--- config.mk ---
export PLATFORM = sky130hd
export DESIGN_NAME = scanline_polygon_fill_core
export DESIGN_NICKNAME = d
export VERILOG_FILES = /design/src/scfill_pkg.sv /design/src/scanline_polygon_fill_core.sv /design/src/scfill_edge_cell.sv /design/src/scfill_sort_cell.sv /design/src/scfill_div.sv
export SDC_FILE = /design/constraint.sdc
export NUM_CORES = 2
export LEC_CHECK = 0
export ABC_CLOCK_PERIOD_IN_PS = 10100
export BUFFER_PORTS_ARGS = -buffer_cell sky130_fd_sc_hd__buf_4
export CAP_MARGIN = 20
export CORE_MARGIN = 2
export CORE_UTILIZATION = 40
export DETAILED_ROUTE_END_ITERATION = 7
export MAX_ROUTING_LAYER = met4
export SYNTH_ARGS = -nofsm -noshare
export SYNTH_HDL_FRONTEND = slang
export SYNTH_HIERARCHICAL = 1
export SYNTH_SLANG_ARGS = --single-unit
--- constraint.sdc ---
create_clock -name clk -period 10.1 [get_ports clk]
set_input_delay 2.02 -clock clk [delete_from_list [all_inputs] [get_ports clk]]
set_output_delay 2.02 -clock clk [all_outputs]
set_load 0.005 [all_outputs]
--- src/scfill_pkg.sv ---
// ----------------------------------------------------------------------------
// scfill_pkg: shared types and constants for the scanline polygon fill core
// Edge record, sort-chain control, state codes and dimension clamping.
// ----------------------------------------------------------------------------
package scfill_pkg;

	localparam int MAX_EDGES  = 16;
	localparam int FRAC_BITS  = 16;
	localparam int COORD_BITS = 16;
	localparam int XW         = COORD_BITS + FRAC_BITS;
	localparam int EIDX_W     = $clog2(MAX_EDGES);
	localparam int ECNT_W     = $clog2(MAX_EDGES + 1);
	localparam int MAX_SPANS  = 8;
	localparam int SIDX_W     = $clog2(MAX_SPANS);
	localparam int SCNT_W     = $clog2(MAX_SPANS + 1);
	localparam int COL_W      = 12;
	localparam int DIM_W      = 13;
	localparam int VTX_W      = 16;
	// divider: numerator |dx| << FRAC_BITS, denominator dy
	localparam int DW         = VTX_W + 1;
	localparam int QW         = DW + FRAC_BITS;
	localparam int DCNT_W     = $clog2(QW + 1);

	localparam logic [0:0] CFG_WIDTH  = 1'b0;
	localparam logic [0:0] CFG_HEIGHT = 1'b1;

	typedef struct packed {
		logic [VTX_W-1:0] start_row;
		logic [VTX_W-1:0] end_row;
		logic [XW-1:0]    x_pos;
		logic [XW-1:0]    slope;
	} edge_rec_t;

	typedef struct packed {
		logic [VTX_W-1:0] xa;
		logic [VTX_W-1:0] ya;
		logic [VTX_W-1:0] xb;
		logic [VTX_W-1:0] yb;
	} seg_t;

	typedef struct packed {
		logic clear;
		logic shift;
	} sort_ctl_t;

	typedef enum logic [3:0] {
		ST_IDLE,
		ST_EDGE,
		ST_DIV,
		ST_ROT,
		ST_DRAIN,
		ST_SCAN,
		ST_FIN,
		ST_END,
		ST_EMIT
	} state_t;

	function automatic logic [DIM_W-1:0] eff_dim(input logic [DIM_W-1:0] v);
		logic [DIM_W-1:0] r;
		r = v;
		if (v == '0) r = DIM_W'(1);
		else if (v > DIM_W'(4096)) r = DIM_W'(4096);
		return r;
	endfunction

endpackage

--- src/scanline_polygon_fill_core.sv ---
// ----------------------------------------------------------------------------
// scanline_polygon_fill_core: scanline fill with an active edge ring
// Builds a polygon edge list from vertex items and emits filled spans per row.
// ----------------------------------------------------------------------------
// Usage:
//  s_* carries items: tuser = kind (0 vertex, 1 next scanline), tlast marks
//  the closing vertex, tdata = {vertex_y, vertex_x}. m_* carries span items,
//  tlast on the final item of a row, tuser = span_valid.
//  A vertex item is accepted and wrapped up; for each edge it adds (at most
//  two) it takes a setup step and a run of the bit-serial slope divider;
//  dropped edges skip the divider. A row item rotates all MAX_EDGES edge cells
//  through the head cell, lets the insertion-sort chain settle, reads the
//  sorted columns out one a cycle and flushes the last parity group, closes
//  a span still open at the row end and then hands out 1 to 8 span items,
//  one a cycle while m_tready is high.
//  s_tready is high only while idle; one item is in work at a time.
//  A stalled m_tready holds the output register and the span readout.
//  Reset clears the edge count, vertex state, row counter and the overflow
//  flag and loads 640 x 480; edge cells hold no reset value.
//  Configuration writes take effect at once and belong to idle periods.
// ----------------------------------------------------------------------------
module scanline_polygon_fill_core
	import scfill_pkg::*;
(
	input  logic             clk,
	input  logic             arst_n,
	input  logic             cfg_we,
	input  logic [0:0]       cfg_index,
	input  logic [DIM_W-1:0] cfg_data,
	input  logic             s_tvalid,
	output logic             s_tready,
	input  logic [31:0]      s_tdata,   // vertex_x[15:0], vertex_y[31:16]
	input  logic             s_tlast,
	input  logic [0:0]       s_tuser,   // kind
	output logic             m_tvalid,
	input  logic             m_tready,
	output logic [39:0]      m_tdata,   // span_row, span_x_start, span_x_end, edges_dropped
	output logic             m_tlast,
	output logic [0:0]       m_tuser    // span_valid
);

	localparam logic [XW-1:0] X_HI = {1'b0, {(XW-1){1'b1}}};
	localparam logic [XW-1:0] X_LO = {1'b1, {(XW-1){1'b0}}};

	state_t state_q, state_d;

	logic [DIM_W-1:0] width_q, height_q, w_eff, h_eff;
	logic [ECNT_W-1:0] edge_total_q;
	logic [VTX_W-1:0] first_x_q, first_y_q, prev_x_q, prev_y_q;
	logic seen_q, ovf_q, past_q;
	logic [DIM_W-1:0] row_q;
	seg_t seg_a_q, seg_b_q;
	logic pend_a_q, pend_b_q;
	logic [ECNT_W-1:0] cnt_q, n_q;
	logic [SCNT_W-1:0] k_q;
	logic [SIDX_W-1:0] rd_q;
	logic [COL_W-1:0] gv_q, start_q;
	logic gp_q, gopen_q, draw_q;
	logic [COL_W-1:0] sp_start_q [MAX_SPANS];
	logic [COL_W-1:0] sp_end_q [MAX_SPANS];
	logic [VTX_W-1:0] nstart_q, nend_q, nx_q;
	logic neg_q;

	logic o_valid_q, o_last_q, o_span_q, o_ovf_q;
	logic [COL_W-1:0] o_row_q, o_xs_q, o_xe_q;

	logic in_acc, out_free;
	logic [VTX_W-1:0] vx, vy;

	assign w_eff    = eff_dim(width_q);
	assign h_eff    = eff_dim(height_q);
	assign in_acc   = s_tvalid && s_tready;
	assign out_free = !o_valid_q || m_tready;
	assign vx       = s_tdata[15:0];
	assign vy       = s_tdata[31:16];

	// Current pending edge, ordered top to bottom
	seg_t cur;
	logic [VTX_W-1:0] ya_c, yb_c, xa_c, xb_c;
	logic signed [DW-1:0] dx;
	logic [DW-1:0] dy, dx_mag;
	logic drop_c, full_c;

	always_comb begin
		cur = pend_a_q ? seg_a_q : seg_b_q;
		if ($signed(cur.yb) < $signed(cur.ya)) begin
			ya_c = cur.yb; yb_c = cur.ya; xa_c = cur.xb; xb_c = cur.xa;
		end else begin
			ya_c = cur.ya; yb_c = cur.yb; xa_c = cur.xa; xb_c = cur.xb;
		end
		dx     = $signed({xb_c[VTX_W-1], xb_c}) - $signed({xa_c[VTX_W-1], xa_c});
		dy     = {yb_c[VTX_W-1], yb_c} - {ya_c[VTX_W-1], ya_c};
		dx_mag = dx[DW-1] ? DW'(-dx) : DW'(dx);
		drop_c = (ya_c == yb_c) || ya_c[VTX_W-1] ||
		         ($signed(ya_c) >= $signed({{(VTX_W-DIM_W){1'b0}}, h_eff}));
		full_c = edge_total_q >= ECNT_W'(MAX_EDGES);
	end

	// Slope divider
	logic div_start, div_done;
	logic [QW-1:0] quot;
	logic [XW-1:0] slope_sat;

	assign div_start = (state_q == ST_EDGE) && (pend_a_q || pend_b_q) && !drop_c && !full_c;

	scfill_div u_div (
		.clk    (clk),
		.arst_n (arst_n),
		.start  (div_start),
		.num    ({dx_mag, {FRAC_BITS{1'b0}}}),
		.den    (dy),
		.done   (div_done),
		.quot   (quot)
	);

	always_comb begin
		if (neg_q) begin
			slope_sat = (quot > QW'(X_LO)) ? X_LO : XW'(-quot);
		end else begin
			slope_sat = (quot > QW'(X_HI)) ? X_HI : quot[XW-1:0];
		end
	end

	// Edge ring: cell 0 is the head, rotate toward it
	edge_rec_t ents [MAX_EDGES];
	edge_rec_t new_ent, wrap_ent;
	logic head_act, ins_valid;
	logic signed [XW:0] x_sum;
	logic [XW-1:0] x_upd;
	logic [COORD_BITS-1:0] col_raw;
	logic signed [VTX_W-1:0] y_s;

	assign new_ent = '{start_row: nstart_q, end_row: nend_q,
	                   x_pos: {nx_q, {FRAC_BITS{1'b0}}}, slope: slope_sat};

	always_comb begin
		y_s      = $signed({{(VTX_W-DIM_W){1'b0}}, row_q});
		head_act = (cnt_q < edge_total_q) && ($signed(ents[0].start_row) <= y_s) &&
		           (y_s < $signed(ents[0].end_row));
		x_sum    = $signed({ents[0].x_pos[XW-1], ents[0].x_pos}) +
		           $signed({ents[0].slope[XW-1], ents[0].slope});
		if (x_sum[XW] != x_sum[XW-1]) x_upd = x_sum[XW] ? X_LO : X_HI;
		else x_upd = x_sum[XW-1:0];
		wrap_ent = ents[0];
		if (head_act) wrap_ent.x_pos = x_upd;
		col_raw   = ents[0].x_pos[XW-1] ? '0 : ents[0].x_pos[XW-1:FRAC_BITS];
		ins_valid = (state_q == ST_ROT) &&
		            head_act && (col_raw < {{(COORD_BITS-DIM_W){1'b0}}, w_eff});
	end

	// Sort chain
	sort_ctl_t sort_ctl;
	logic             hv [MAX_EDGES];
	logic [COL_W-1:0] hc [MAX_EDGES];
	logic             pv [MAX_EDGES];
	logic [COL_W-1:0] pc [MAX_EDGES];

	for (genvar i = 0; i < MAX_EDGES; i++) begin : g_cells
		edge_rec_t nxt;
		logic             rv;
		logic [COL_W-1:0] rc;
		logic             iv;
		logic [COL_W-1:0] ic;
		if (i == MAX_EDGES - 1) begin : g_tail
			assign nxt = wrap_ent;
			assign rv  = 1'b0;
			assign rc  = '0;
		end else begin : g_mid
			assign nxt = ents[i+1];
			assign rv  = hv[i+1];
			assign rc  = hc[i+1];
		end
		if (i == 0) begin : g_head
			assign iv = ins_valid;
			assign ic = col_raw[COL_W-1:0];
		end else begin : g_body
			assign iv = pv[i-1];
			assign ic = pc[i-1];
		end

		scfill_edge_cell u_edge (
			.clk      (clk),
			.load     (div_done && (edge_total_q[EIDX_W-1:0] == EIDX_W'(i))),
			.shift    (state_q == ST_ROT),
			.load_ent (new_ent),
			.next_ent (nxt),
			.ent      (ents[i])
		);

		scfill_sort_cell u_sort (
			.clk         (clk),
			.arst_n      (arst_n),
			.ctl         (sort_ctl),
			.in_valid    (iv),
			.in_col      (ic),
			.right_valid (rv),
			.right_col   (rc),
			.hold_valid  (hv[i]),
			.hold_col    (hc[i]),
			.pass_valid  (pv[i]),
			.pass_col    (pc[i])
		);
	end

	// Parity toggle request
	logic tog_en;
	logic [COL_W-1:0] tog_col;
	logic scan_step;

	assign scan_step = (state_q == ST_SCAN) && (cnt_q != n_q);

	always_comb begin
		tog_en  = 1'b0;
		tog_col = gv_q;
		if (scan_step) begin
			tog_en = gopen_q && gp_q && (hc[0] != gv_q);
		end else if (state_q == ST_FIN) begin
			tog_en = gopen_q && gp_q;
		end
	end

	// Next state
	logic emit_last;
	assign emit_last = (k_q == '0) || ({1'b0, rd_q} == k_q - 1'b1);

	always_comb begin
		state_d = state_q;
		unique case (state_q)
			ST_IDLE: begin
				if (in_acc) begin
					if (s_tuser == 1'b0) state_d = ST_EDGE;
					else if (row_q >= h_eff) state_d = ST_EMIT;
					else state_d = ST_ROT;
				end
			end
			ST_EDGE: begin
				if (!pend_a_q && !pend_b_q) state_d = ST_IDLE;
				else if (div_start) state_d = ST_DIV;
			end
			ST_DIV:   if (div_done) state_d = ST_EDGE;
			ST_ROT:   if (cnt_q == ECNT_W'(MAX_EDGES - 1)) state_d = ST_DRAIN;
			ST_DRAIN: if (cnt_q == ECNT_W'(MAX_EDGES - 1)) state_d = ST_SCAN;
			ST_SCAN:  if (cnt_q == n_q) state_d = ST_FIN;
			ST_FIN:   state_d = ST_END;
			ST_END:   state_d = ST_EMIT;
			ST_EMIT:  if (out_free && emit_last) state_d = ST_IDLE;
			default:  state_d = ST_IDLE;
		endcase
	end

	// Control outputs
	always_comb begin
		s_tready       = (state_q == ST_IDLE);
		sort_ctl.clear = in_acc && (s_tuser == 1'b1);
		sort_ctl.shift = scan_step;
	end

	// Control and datapath registers
	always_ff @(posedge clk or negedge arst_n) begin
		if (!arst_n) begin
			state_q      <= ST_IDLE;
			width_q      <= DIM_W'(640);
			height_q     <= DIM_W'(480);
			edge_total_q <= '0;
			first_x_q    <= '0;
			first_y_q    <= '0;
			prev_x_q     <= '0;
			prev_y_q     <= '0;
			seen_q       <= 1'b0;
			row_q        <= '0;
			ovf_q        <= 1'b0;
			pend_a_q     <= 1'b0;
			pend_b_q     <= 1'b0;
			past_q       <= 1'b0;
			cnt_q        <= '0;
			n_q          <= '0;
			k_q          <= '0;
			rd_q         <= '0;
			gopen_q      <= 1'b0;
			gp_q         <= 1'b0;
			draw_q       <= 1'b0;
			o_valid_q    <= 1'b0;
		end else begin
			state_q <= state_d;

			if (cfg_we) begin
				unique case (cfg_index)
					CFG_WIDTH:  width_q  <= cfg_data;
					CFG_HEIGHT: height_q <= cfg_data;
					default: ;
				endcase
			end

			// drop the taken item unless a new one replaces it
			if (o_valid_q && m_tready && state_q != ST_EMIT) o_valid_q <= 1'b0;

			unique case (state_q)
				ST_IDLE: begin
					if (in_acc && s_tuser == 1'b0) begin
						// edge from previous vertex
						pend_a_q <= seen_q;
						seg_a_q  <= '{xa: prev_x_q, ya: prev_y_q, xb: vx, yb: vy};
						// closing edge back to the first vertex
						pend_b_q <= s_tlast;
						seg_b_q  <= '{xa: vx, ya: vy,
						              xb: seen_q ? first_x_q : vx,
						              yb: seen_q ? first_y_q : vy};
						if (!seen_q) begin
							edge_total_q <= '0;
							row_q        <= '0;
							first_x_q    <= vx;
							first_y_q    <= vy;
						end
						seen_q   <= !s_tlast;
						prev_x_q <= vx;
						prev_y_q <= vy;
					end else if (in_acc) begin
						past_q  <= (row_q >= h_eff);
						cnt_q   <= '0;
						n_q     <= '0;
						k_q     <= '0;
						rd_q    <= '0;
						gopen_q <= 1'b0;
						gp_q    <= 1'b0;
						draw_q  <= 1'b0;
					end
				end
				ST_EDGE: begin
					if (pend_a_q || pend_b_q) begin
						if (pend_a_q) pend_a_q <= 1'b0;
						else pend_b_q <= 1'b0;
						if (!drop_c && full_c) ovf_q <= 1'b1;
						nstart_q <= ya_c;
						nend_q   <= yb_c;
						nx_q     <= xa_c;
						neg_q    <= dx[DW-1];
					end
				end
				ST_DIV: begin
					if (div_done) edge_total_q <= edge_total_q + 1'b1;
				end
				ST_ROT: begin
					if (ins_valid) n_q <= n_q + 1'b1;
					cnt_q <= (cnt_q == ECNT_W'(MAX_EDGES - 1)) ? '0 : cnt_q + 1'b1;
				end
				ST_DRAIN: begin
					cnt_q <= (cnt_q == ECNT_W'(MAX_EDGES - 1)) ? '0 : cnt_q + 1'b1;
				end
				ST_SCAN: begin
					if (scan_step) begin
						cnt_q <= cnt_q + 1'b1;
						if (gopen_q && hc[0] == gv_q) begin
							gp_q <= !gp_q;
						end else begin
							gv_q    <= hc[0];
							gp_q    <= 1'b1;
							gopen_q <= 1'b1;
						end
					end
				end
				ST_FIN: ;
				ST_END: begin
					// open span runs to the right edge
					if (draw_q && k_q < SCNT_W'(MAX_SPANS)) begin
						sp_start_q[k_q[SIDX_W-1:0]] <= start_q;
						sp_end_q[k_q[SIDX_W-1:0]]   <= COL_W'(w_eff - 1'b1);
						k_q <= k_q + 1'b1;
					end
				end
				ST_EMIT: begin
					if (out_free) begin
						o_valid_q <= 1'b1;
						o_row_q   <= past_q ? '0 : row_q[COL_W-1:0];
						o_span_q  <= (k_q != '0);
						o_xs_q    <= (k_q != '0) ? sp_start_q[rd_q] : '0;
						o_xe_q    <= (k_q != '0) ? sp_end_q[rd_q] : '0;
						o_last_q  <= emit_last;
						o_ovf_q   <= ovf_q;
						rd_q      <= rd_q + 1'b1;
						if (emit_last && !past_q) row_q <= row_q + 1'b1;
					end else begin
						if (m_tready) o_valid_q <= 1'b0;
					end
				end
				default: ;
			endcase

			// parity toggle: open a span or close it
			if (tog_en) begin
				if (!draw_q) begin
					start_q <= tog_col;
					draw_q  <= 1'b1;
				end else begin
					draw_q <= 1'b0;
					if (k_q < SCNT_W'(MAX_SPANS)) begin
						sp_start_q[k_q[SIDX_W-1:0]] <= start_q;
						sp_end_q[k_q[SIDX_W-1:0]]   <= tog_col - 1'b1;
						k_q <= k_q + 1'b1;
					end
				end
			end
		end
	end

	assign m_tvalid = o_valid_q;
	assign m_tdata  = {3'b000, o_ovf_q, o_xe_q, o_xs_q, o_row_q};
	assign m_tlast  = o_last_q;
	assign m_tuser  = o_span_q;

	// Span count stays within the buffer
	a_span_cap: assert property (@(posedge clk) disable iff (!arst_n)
		k_q <= SCNT_W'(MAX_SPANS))
		else $error("span count beyond buffer");

	// A divide only starts with room in the edge ring
	a_div_room: assert property (@(posedge clk) disable iff (!arst_n)
		div_start |-> edge_total_q < ECNT_W'(MAX_EDGES))
		else $error("edge written past ring capacity");

	// An empty-row item always closes its row
	a_empty_last: assert property (@(posedge clk) disable iff (!arst_n)
		(m_tvalid && !m_tuser[0]) |-> m_tlast)
		else $error("empty row item without last");

	// Row counter holds steady during rotation
	a_row_step: assert property (@(posedge clk) disable iff (!arst_n)
		(state_q == ST_ROT) |=> $stable(row_q))
		else $error("row counter moved during rotation");

endmodule

--- src/scfill_edge_cell.sv ---
// ----------------------------------------------------------------------------
// scfill_edge_cell: one slot of the active edge ring
// Holds one edge record; loads a new edge or takes its neighbor's on rotate.
// ----------------------------------------------------------------------------
module scfill_edge_cell
	import scfill_pkg::*;
(
	input  logic      clk,
	input  logic      load,
	input  logic      shift,
	input  edge_rec_t load_ent,
	input  edge_rec_t next_ent,
	output edge_rec_t ent
);

	edge_rec_t ent_q;

	always_ff @(posedge clk) begin
		if (load) begin
			ent_q <= load_ent;
		end else if (shift) begin
			ent_q <= next_ent;
		end
	end

	assign ent = ent_q;

endmodule

--- src/scfill_sort_cell.sv ---
// ----------------------------------------------------------------------------
// scfill_sort_cell: one cell of the systolic insertion sorter
// Keep the smaller column, pass the larger one right; shift left on readout.
// ----------------------------------------------------------------------------
module scfill_sort_cell
	import scfill_pkg::*;
(
	input  logic             clk,
	input  logic             arst_n,
	input  sort_ctl_t        ctl,
	input  logic             in_valid,
	input  logic [COL_W-1:0] in_col,
	input  logic             right_valid,
	input  logic [COL_W-1:0] right_col,
	output logic             hold_valid,
	output logic [COL_W-1:0] hold_col,
	output logic             pass_valid,
	output logic [COL_W-1:0] pass_col
);

	logic             hold_valid_q;
	logic [COL_W-1:0] hold_col_q;
	logic             pass_valid_q;
	logic [COL_W-1:0] pass_col_q;

	always_ff @(posedge clk or negedge arst_n) begin
		if (!arst_n) begin
			hold_valid_q <= 1'b0;
			pass_valid_q <= 1'b0;
		end else if (ctl.clear) begin
			hold_valid_q <= 1'b0;
			pass_valid_q <= 1'b0;
		end else if (ctl.shift) begin
			hold_valid_q <= right_valid;
			hold_col_q   <= right_col;
			pass_valid_q <= 1'b0;
		end else if (in_valid) begin
			if (!hold_valid_q) begin
				hold_valid_q <= 1'b1;
				hold_col_q   <= in_col;
				pass_valid_q <= 1'b0;
			end else begin
				pass_valid_q <= 1'b1;
				if (in_col < hold_col_q) begin
					hold_col_q <= in_col;
					pass_col_q <= hold_col_q;
				end else begin
					pass_col_q <= in_col;
				end
			end
		end else begin
			pass_valid_q <= 1'b0;
		end
	end

	assign hold_valid = hold_valid_q;
	assign hold_col   = hold_col_q;
	assign pass_valid = pass_valid_q;
	assign pass_col   = pass_col_q;

endmodule

--- src/scfill_div.sv ---
// ----------------------------------------------------------------------------
// scfill_div: restoring divider for edge slopes
// One quotient bit per cycle, unsigned magnitudes.
// ----------------------------------------------------------------------------
module scfill_div
	import scfill_pkg::*;
(
	input  logic          clk,
	input  logic          arst_n,
	input  logic          start,
	input  logic [QW-1:0] num,
	input  logic [DW-1:0] den,
	output logic          done,
	output logic [QW-1:0] quot
);

	logic              busy_q;
	logic              done_q;
	logic [DCNT_W-1:0] cnt_q;
	logic [DW-1:0]     rem_q;
	logic [DW-1:0]     den_q;
	logic [QW-1:0]     num_q;
	logic [DW:0]       rem2;
	logic              ge;
	logic [DW:0]       diff;

	assign rem2 = {rem_q, num_q[QW-1]};
	assign ge   = rem2 >= {1'b0, den_q};
	assign diff = rem2 - {1'b0, den_q};

	always_ff @(posedge clk or negedge arst_n) begin
		if (!arst_n) begin
			busy_q <= 1'b0;
			done_q <= 1'b0;
			cnt_q  <= '0;
		end else if (start) begin
			busy_q <= 1'b1;
			done_q <= 1'b0;
			cnt_q  <= DCNT_W'(QW);
		end else if (busy_q) begin
			cnt_q  <= cnt_q - 1'b1;
			done_q <= (cnt_q == DCNT_W'(1));
			busy_q <= (cnt_q != DCNT_W'(1));
		end else begin
			done_q <= 1'b0;
		end
	end

	always_ff @(posedge clk) begin
		if (start) begin
			num_q <= num;
			den_q <= den;
			rem_q <= '0;
		end else if (busy_q) begin
			rem_q <= ge ? diff[DW-1:0] : rem2[DW-1:0];
			num_q <= {num_q[QW-2:0], ge};
		end
	end

	assign done = done_q;
	assign quot = num_q;

endmodule
# Word level (Yosys, flattened, before mapping)
# Memory sizes are Yosys's and may differ from the RTL's. A register that Yosys moved wholly into a read port is not among the register bits.
# Index checks and enable logic that the tools add are counted.
op_classes:
  n_mux: 317
  div: 0
  n_bitwise: 9
  add_sub_neg: 16
  eq_ne: 68
  n_reduce_logical: 170
  shift: 0
  n_mul: 0
  order_cmp: 30
ops:
  columns: ["operator", "n"]
  rows:
  - ["96-bit two-way mux", 32]
  - ["12-bit two-way mux", 80]
  - ["12-bit less-than comparator", 16]
  - ["32-bit two-way mux", 6]
  - ["1-bit two-way mux", 139]
  - ["13-bit two-way mux", 8]
  - ["16-bit two-way mux", 6]
  - ["4-bit AND reduction", 23]
  - ["5-bit AND reduction", 17]
  - ["2-bit nonzero test", 40]
  - ["33-bit two-way mux", 2]
  - ["4-bit two-way mux", 16]
  - ["64-bit two-way mux", 1]
  - ["3-bit nonzero test", 17]
  - ["3-bit inequality test (second input constant)", 16]
  - ["5-bit two-way mux", 8]
  - ["1-bit logical AND", 39]
  - ["4-bit equality test (second input constant)", 9]
  - ["4-bit case mux with 9 select lines", 1]
  - ["17-bit two-way mux", 2]
  - ["16-bit by 16-bit subtractor with 17-bit output", 2]
  - ["32-bit by 32-bit adder with 33-bit output", 1]
  - ["33-bit by 31-bit greater-than comparator with 1-bit output (second input constant)", 1]
  - ["33-bit by 32-bit greater-than comparator with 1-bit output (second input constant)", 1]
  - ["other kinds (58)", 127]
word_totals:
  reg_bits: 2336
  mem_count: 2
  inputBits: 53
  wordCells: 799
  mem_bits_rw: 192
  mem_bits_ro: 0
  latchBits: 0
mem_list:
  columns: ["name", "depth", "width", "read_ports", "rd_ports_with_merged_regs", "write_ports", "line", "rtl"]
  rows:
  - ["sp_end_q", 8, 12, 1, 1, 1, "scanline_polygon_fill_core.sv:60", "logic [COL_W-1:0] sp_end_q [MAX_SPANS];"]
  - ["sp_start_q", 8, 12, 1, 1, 1, "scanline_polygon_fill_core.sv:59", "logic [COL_W-1:0] sp_start_q [MAX_SPANS];"]

# Depth between registers and ports, before layout
depth:
  depth_word: 12
  depth_mapped: 32

# Modules after synthesis
# Netlist, hierarchy kept.
by_module_without_submodules:
  columns: ["mod", "cells_each", "seq_area_each_um2", "n_inst", "area_per_inst_um2"]
  rows:
  - ["scfill_edge_cell", 204, 2882.8, 16, 4165.2]
  - ["scanline_polygon_fill_core", 2672, 15472.3, 1, 29884.9]
  - ["scfill_sort_cell (g_cells[0].u_sort ...)", 106, 770.7, 9, 1446.4]
  - ["scfill_sort_cell (g_cells[3].u_sort ...)", 104, 770.7, 7, 1453.9]
  - ["scfill_div", 356, 2042.0, 1, 4101.4]

# Worst setup path before layout
# OpenSTA, ideal clock, no wires.
synth_timing:
  path_kind: "register -> register"
  startpoint: "register pend_a_q"
  endpoint: "register u_div.num_q[0], in the netlist u_div/quot[0] (enable)"
  n_path_buf: 9
  setup_slack_ns: 2.247
  arrival_ns: 7.465
  path_stages_with_launch: 28
  setup_ns: 0.388
  required_time_ns: 9.712
  cell_sequence: "dfrtp_1 > clkbuf_1 > buf_1 > clkbuf_1 > mux2i_1 > ha_1 > clkbuf_1 > nand4_1 > nor3_1 > o22ai_1 > o21a_1 > nor2_1 > clkbuf_1 > clkbuf_1 > clkbuf_1 > buf_1 > a21oi_1 > ha_1 > a21o_1 > a21o_1 > a21o_1 > a211o_1 > a211oi_1 > o211ai_1 > inv_1 > clkbuf_1 > nor2_1 > inv_1"
synth_via:
  elab_chain_cells: 9
synth_rtl:
  columns: ["item", "line", "rtl"]
  rows:
  - ["start: declaration", "scanline_polygon_fill_core.sv:53", "logic pend_a_q, pend_b_q;"]
  - ["start signal: assignment", "scanline_polygon_fill_core.sv:301", "pend_a_q <= seen_q;"]
  - ["64-bit two-way mux *", "scanline_polygon_fill_core.sv:85", "cur = pend_a_q ? seg_a_q : seg_b_q;"]
  - ["16-bit less-than comparator", "scanline_polygon_fill_core.sv:86", "if ($signed(cur.yb) < $signed(cur.ya)) begin"]
  - ["16-bit two-way mux *", "scanline_polygon_fill_core.sv:86", null]
  - ["net ya_c[1]", "scanline_polygon_fill_core.sv:79", "logic [VTX_W-1:0] ya_c, yb_c, xa_c, xb_c;"]
  - ["parallel branches: the longest is 2 deep, another holds 16-bit by 14-bit greater-or-equal comparator with 1-bit output", null, null]
  - ["1-bit logical OR *", "scanline_polygon_fill_core.sv:94", "drop_c = (ya_c == yb_c) || ya_c[VTX_W-1] ||"]
  - ["1-bit logical NOT *", "scanline_polygon_fill_core.sv:104", "assign div_start = (state_q == ST_EDGE) && (pend_a_q || pend_b_q) && !drop_c && !full_c;"]
  - ["1-bit logical AND * (2 in a row)", "scanline_polygon_fill_core.sv:104", null]
  - ["net div_start", "scanline_polygon_fill_core.sv:100", "logic div_start, div_done;"]
  - ["end signal: assignment", "scfill_div.sv:51", "num_q <= num;"]
  - ["end signal: assignment", "scfill_div.sv:56", "num_q <= {num_q[QW-2:0], ge};"]
  - ["end: declaration", "scfill_div.sv:22", "logic [QW-1:0] num_q;"]
# Mark *: on every way through the listed nets, which the timed path passes.
# A chain may end at the register's enable or synchronous reset.

# Final worst setup path
layout_timing:
  startpoint: "register pend_a_q"
  endpoint: "register u_div.num_q[31], in the netlist u_div/quot[31] (data pin)"
layout_rtl:
  columns: ["item", "line", "rtl"]
  rows:
  - ["64-bit two-way mux *", "scanline_polygon_fill_core.sv:85", null]
  - ["16-bit less-than comparator", "scanline_polygon_fill_core.sv:86", null]
  - ["16-bit two-way mux", "scanline_polygon_fill_core.sv:86", null]
  - ["16-bit by 16-bit subtractor with 17-bit output *", "scanline_polygon_fill_core.sv:91", "dx = $signed({xb_c[VTX_W-1], xb_c}) - $signed({xa_c[VTX_W-1], xa_c});"]
  - ["17-bit negation", "scanline_polygon_fill_core.sv:93", "dx_mag = dx[DW-1] ? DW'(-dx) : DW'(dx);"]
  - ["17-bit two-way mux *", "scanline_polygon_fill_core.sv:93", null]
  - ["net dx_mag[15]", "scanline_polygon_fill_core.sv:81", "logic [DW-1:0] dy, dx_mag;"]
  - ["33-bit two-way mux *", "scfill_div.sv:50", "if (start) begin"]
# The timed path passes the listed nets; every way through them passes the cells marked *.

==> flow_summary.json <==
{
  "status": "completed",
  "antenna_found_initial": 17,
  "die_y_um": 559.0,
  "arrival_ps": 8740,
  "cts_setup_buffers": 0,
  "ctsResizeCount": 0,
  "clkTransAtPathRegs_ps": 60,
  "crit_chain": "mux2i_1, inv_1, ha_1, nand2_1, nor3_1, o22ai_1, o21a_1, nor2_4, buf_4, buf_4, mux2i_1, mux2_2, ha_1, a21o_1, and2_1, nor4_1, o21ba_2, xor2_1, nor4bb_1, a31oi_1, xor2_1, mux2_2",
  "maxSlewViolCount": 0,
  "dieWidth_um": 559.0,
  "ys.warnings.count": 6,
  "ir_worst_vdd_mv": 0.1370,
  "slew_headroom_pct": 23.99,
  "fin_crit_ps": 8145,
  "stdcell_area_um2": 138500,
  "grt_max_degree": 137,
  "place_area_um2": 129300,
  "fin_util_pct": 45.24,
  "critPathTopFamily": "simple AND/OR/NAND/NOR gates",
  "wl_met2_mm": 152.6,
  "io_pins": 97,
  "drt_iter0_markers": 6002,
  "met3_length_mm": 14.84,
  "layout-drive-gt1-share_pct": 33.69,
  "critPathMaxStageDelay_ps": 810,
  "slowest_stage": "dfrtp_4",
  "fin_cells": 12700,
  "fin_skew_ps": 48.36,
  "initial_core_util_pct": 40.26,
  "dp_hpwl_mm": 192.7,
  "crit_required_ps": 10700,
  "fin_ws_ps": 1955,
  "hold_viol": 0,
  "netlist_instances": 7944,
  "grtUsageTotal_pct": 20.33,
  "dieArea_um2": 312500,
  "routed_wl_mm": 314.8,
  "ant_nets": 0,
  "grt_overflow": 0,
  "vias_per_cell": 5.419,
  "cts_hold_buf": 0,
  "leakage_nw": 49.39,
  "setup_viol": 0,
  "cp-start-kind": "flop",
  "netlist_area_um2": 123200,
  "num-fill-cells": 26730,
  "finalPower_mw": 31.37,
  "vias": 68820,
  "endpoint_kind": "flop",
  "hold_slack_ps": 445.6,
  "place_ws_ps": 2002,
  "wl_per_cell_um": 24.79,
  "top_layer": "met4",
  "crit_fanout": 43,
  "worstSetupPathType": "flop to flop",
  "place_inst": 12180,
  "period_share_pct": 80.64,
  "seq_area_um2": 75600,
  "path_buf_inv": 3,
  "portBuffers": 93,
  "clock_sinks": 2552,
  "power_density_nw_per_um2": 226.5,
  "gp_congestion": 0.8807,
  "drt_first_pass_iters": 6,
  "synth_area_per_cell_um2": 15.51,
  "multi_input_area_um2": 45690,
  "tightest_slew_ps": 1140,
  "area_growth_pct": 12.37,
  "final_nets": 8774,
  "min_path_type": "flop to flop",
  "drc": 0,
  "cts_max_level": 5,
  "rows": 203,
  "core_um2": 306100,
  "grt_pass1_wl_mm": 469.5,
  "finalSetupTns_ps": 0,
  "cts-buffers-inserted": 280,
  "clkLatencyLatePin_ps": 870,
  "root_buffer": "clkbuf_16",
  "timing.fmax_mhz": 122.8,
  "clock_path_buffers": 4,
  "grt_pass1_vias": 70460,
  "drv_cap": 0,
  "wl_met1_mm": 138.4,
  "cts_tree": "yes",
  "rsz0062_at_grt": "false"
}
==> power by group <==
part	leakage (nW)	internal (mW)	switching, mW
Combinational	21.2	2.74	4.06
Sequential	23.8	13.5	0.858
Clock	4.37	5.93	4.26
Total	49.4	22.2	9.18
==> sequential cells by signal, summed over array words and instances, names as in the netlist, 15 cells and up <==
register and count:
u_div/rem_q 17, g_cells.u_edge/ent 1536, nend_q 16, u_div/quot 33, sp_end_q 96, nx_q 16
g_cells.u_sort/pass_valid 15, seg_b_q 64, g_cells.u_sort/pass_col 180, sp_start_q 96, g_cells.u_sort/hold_valid 16, seg_a_q 32
first_y_q 16, u_div/den_q 17, prev_x_q 16, g_cells.u_sort/hold_col 192, nstart_q 16, first_x_q 16
prev_y_q 16
==> path summary, 6_finish.rpt <==
path	start	to	slack [ps]	depth (start not counted)
setup reg to reg	pend_a_q	u_div/quot[31]	1960	22
setup / recovery	pend_a_q	u_div/quot[31]	1960	22
hold reg to reg	prev_x_q[13]	seg_a_q[61]	450	0
min in group asynchronous	arst_n	first_x_q[8]	1040	1
hold / removal	prev_x_q[13]	seg_a_q[61]	450	0
max in group asynchronous	arst_n	rd_q[0]	7240	3
==> layout by cell type, fill, tap and decap left out, types with 48 or more instances in the layout <==
cell type,n
a21oi_1,229
buf_4,203
clkbuf_1,59
clkbuf_16,289
clkinv_1,62
conb_1,288
dfrtp_1,167
edfxtp_1,2358
ha_1,344
inv_1,312
mux2_2,1447
mux2_4,614
mux2i_1,101
mux4_2,48
nand2_1,406
nand3_1,54
nand4_1,60
nor2_1,337
nor2b_1,77
nor3_1,69
o21ai_0,200
xnor2_1,86
==> worst register-to-register path, cell delays in order (launching register included) <==
cell and delay, ps:
dfrtp_4 810, mux2i_1 400, inv_1 130, ha_1 490, nand2_1 130, nor3_1 470
o22ai_1 250, o21a_1 340, nor2_4 550, buf_4 500, buf_4 460, mux2i_1 140
mux2_2 290, ha_1 390, a21o_1 250, and2_1 170, nor4_1 520, o21ba_2 250
xor2_1 320, nor4bb_1 430, a31oi_1 170, xor2_1 180, mux2_2 280
==> layer usage <==
layer	vias up	GRT usage, %
met5	-	-
met4	0	5.627
met3	503	2.315
met2	1763	33.10
met1	35800	26.92
li1	30760	-
==> area by class of cell <==
| type | instances | area share (%) |
|---|---|---|
| well taps | 4100 | 3.705 |
| inverters | 316 | 0.8657 |
| repair buffers | 221 | 1.355 |
| clock inverters | 144 | 0.9967 |
| clock buffers | 357 | 5.472 |
| diodes | 8 | 0.01446 |
| flip-flops and latches | 2552 | 54.59 |
| multi-input cells | 5003 | 33.00 |
(Power assumes the default switching activity.)
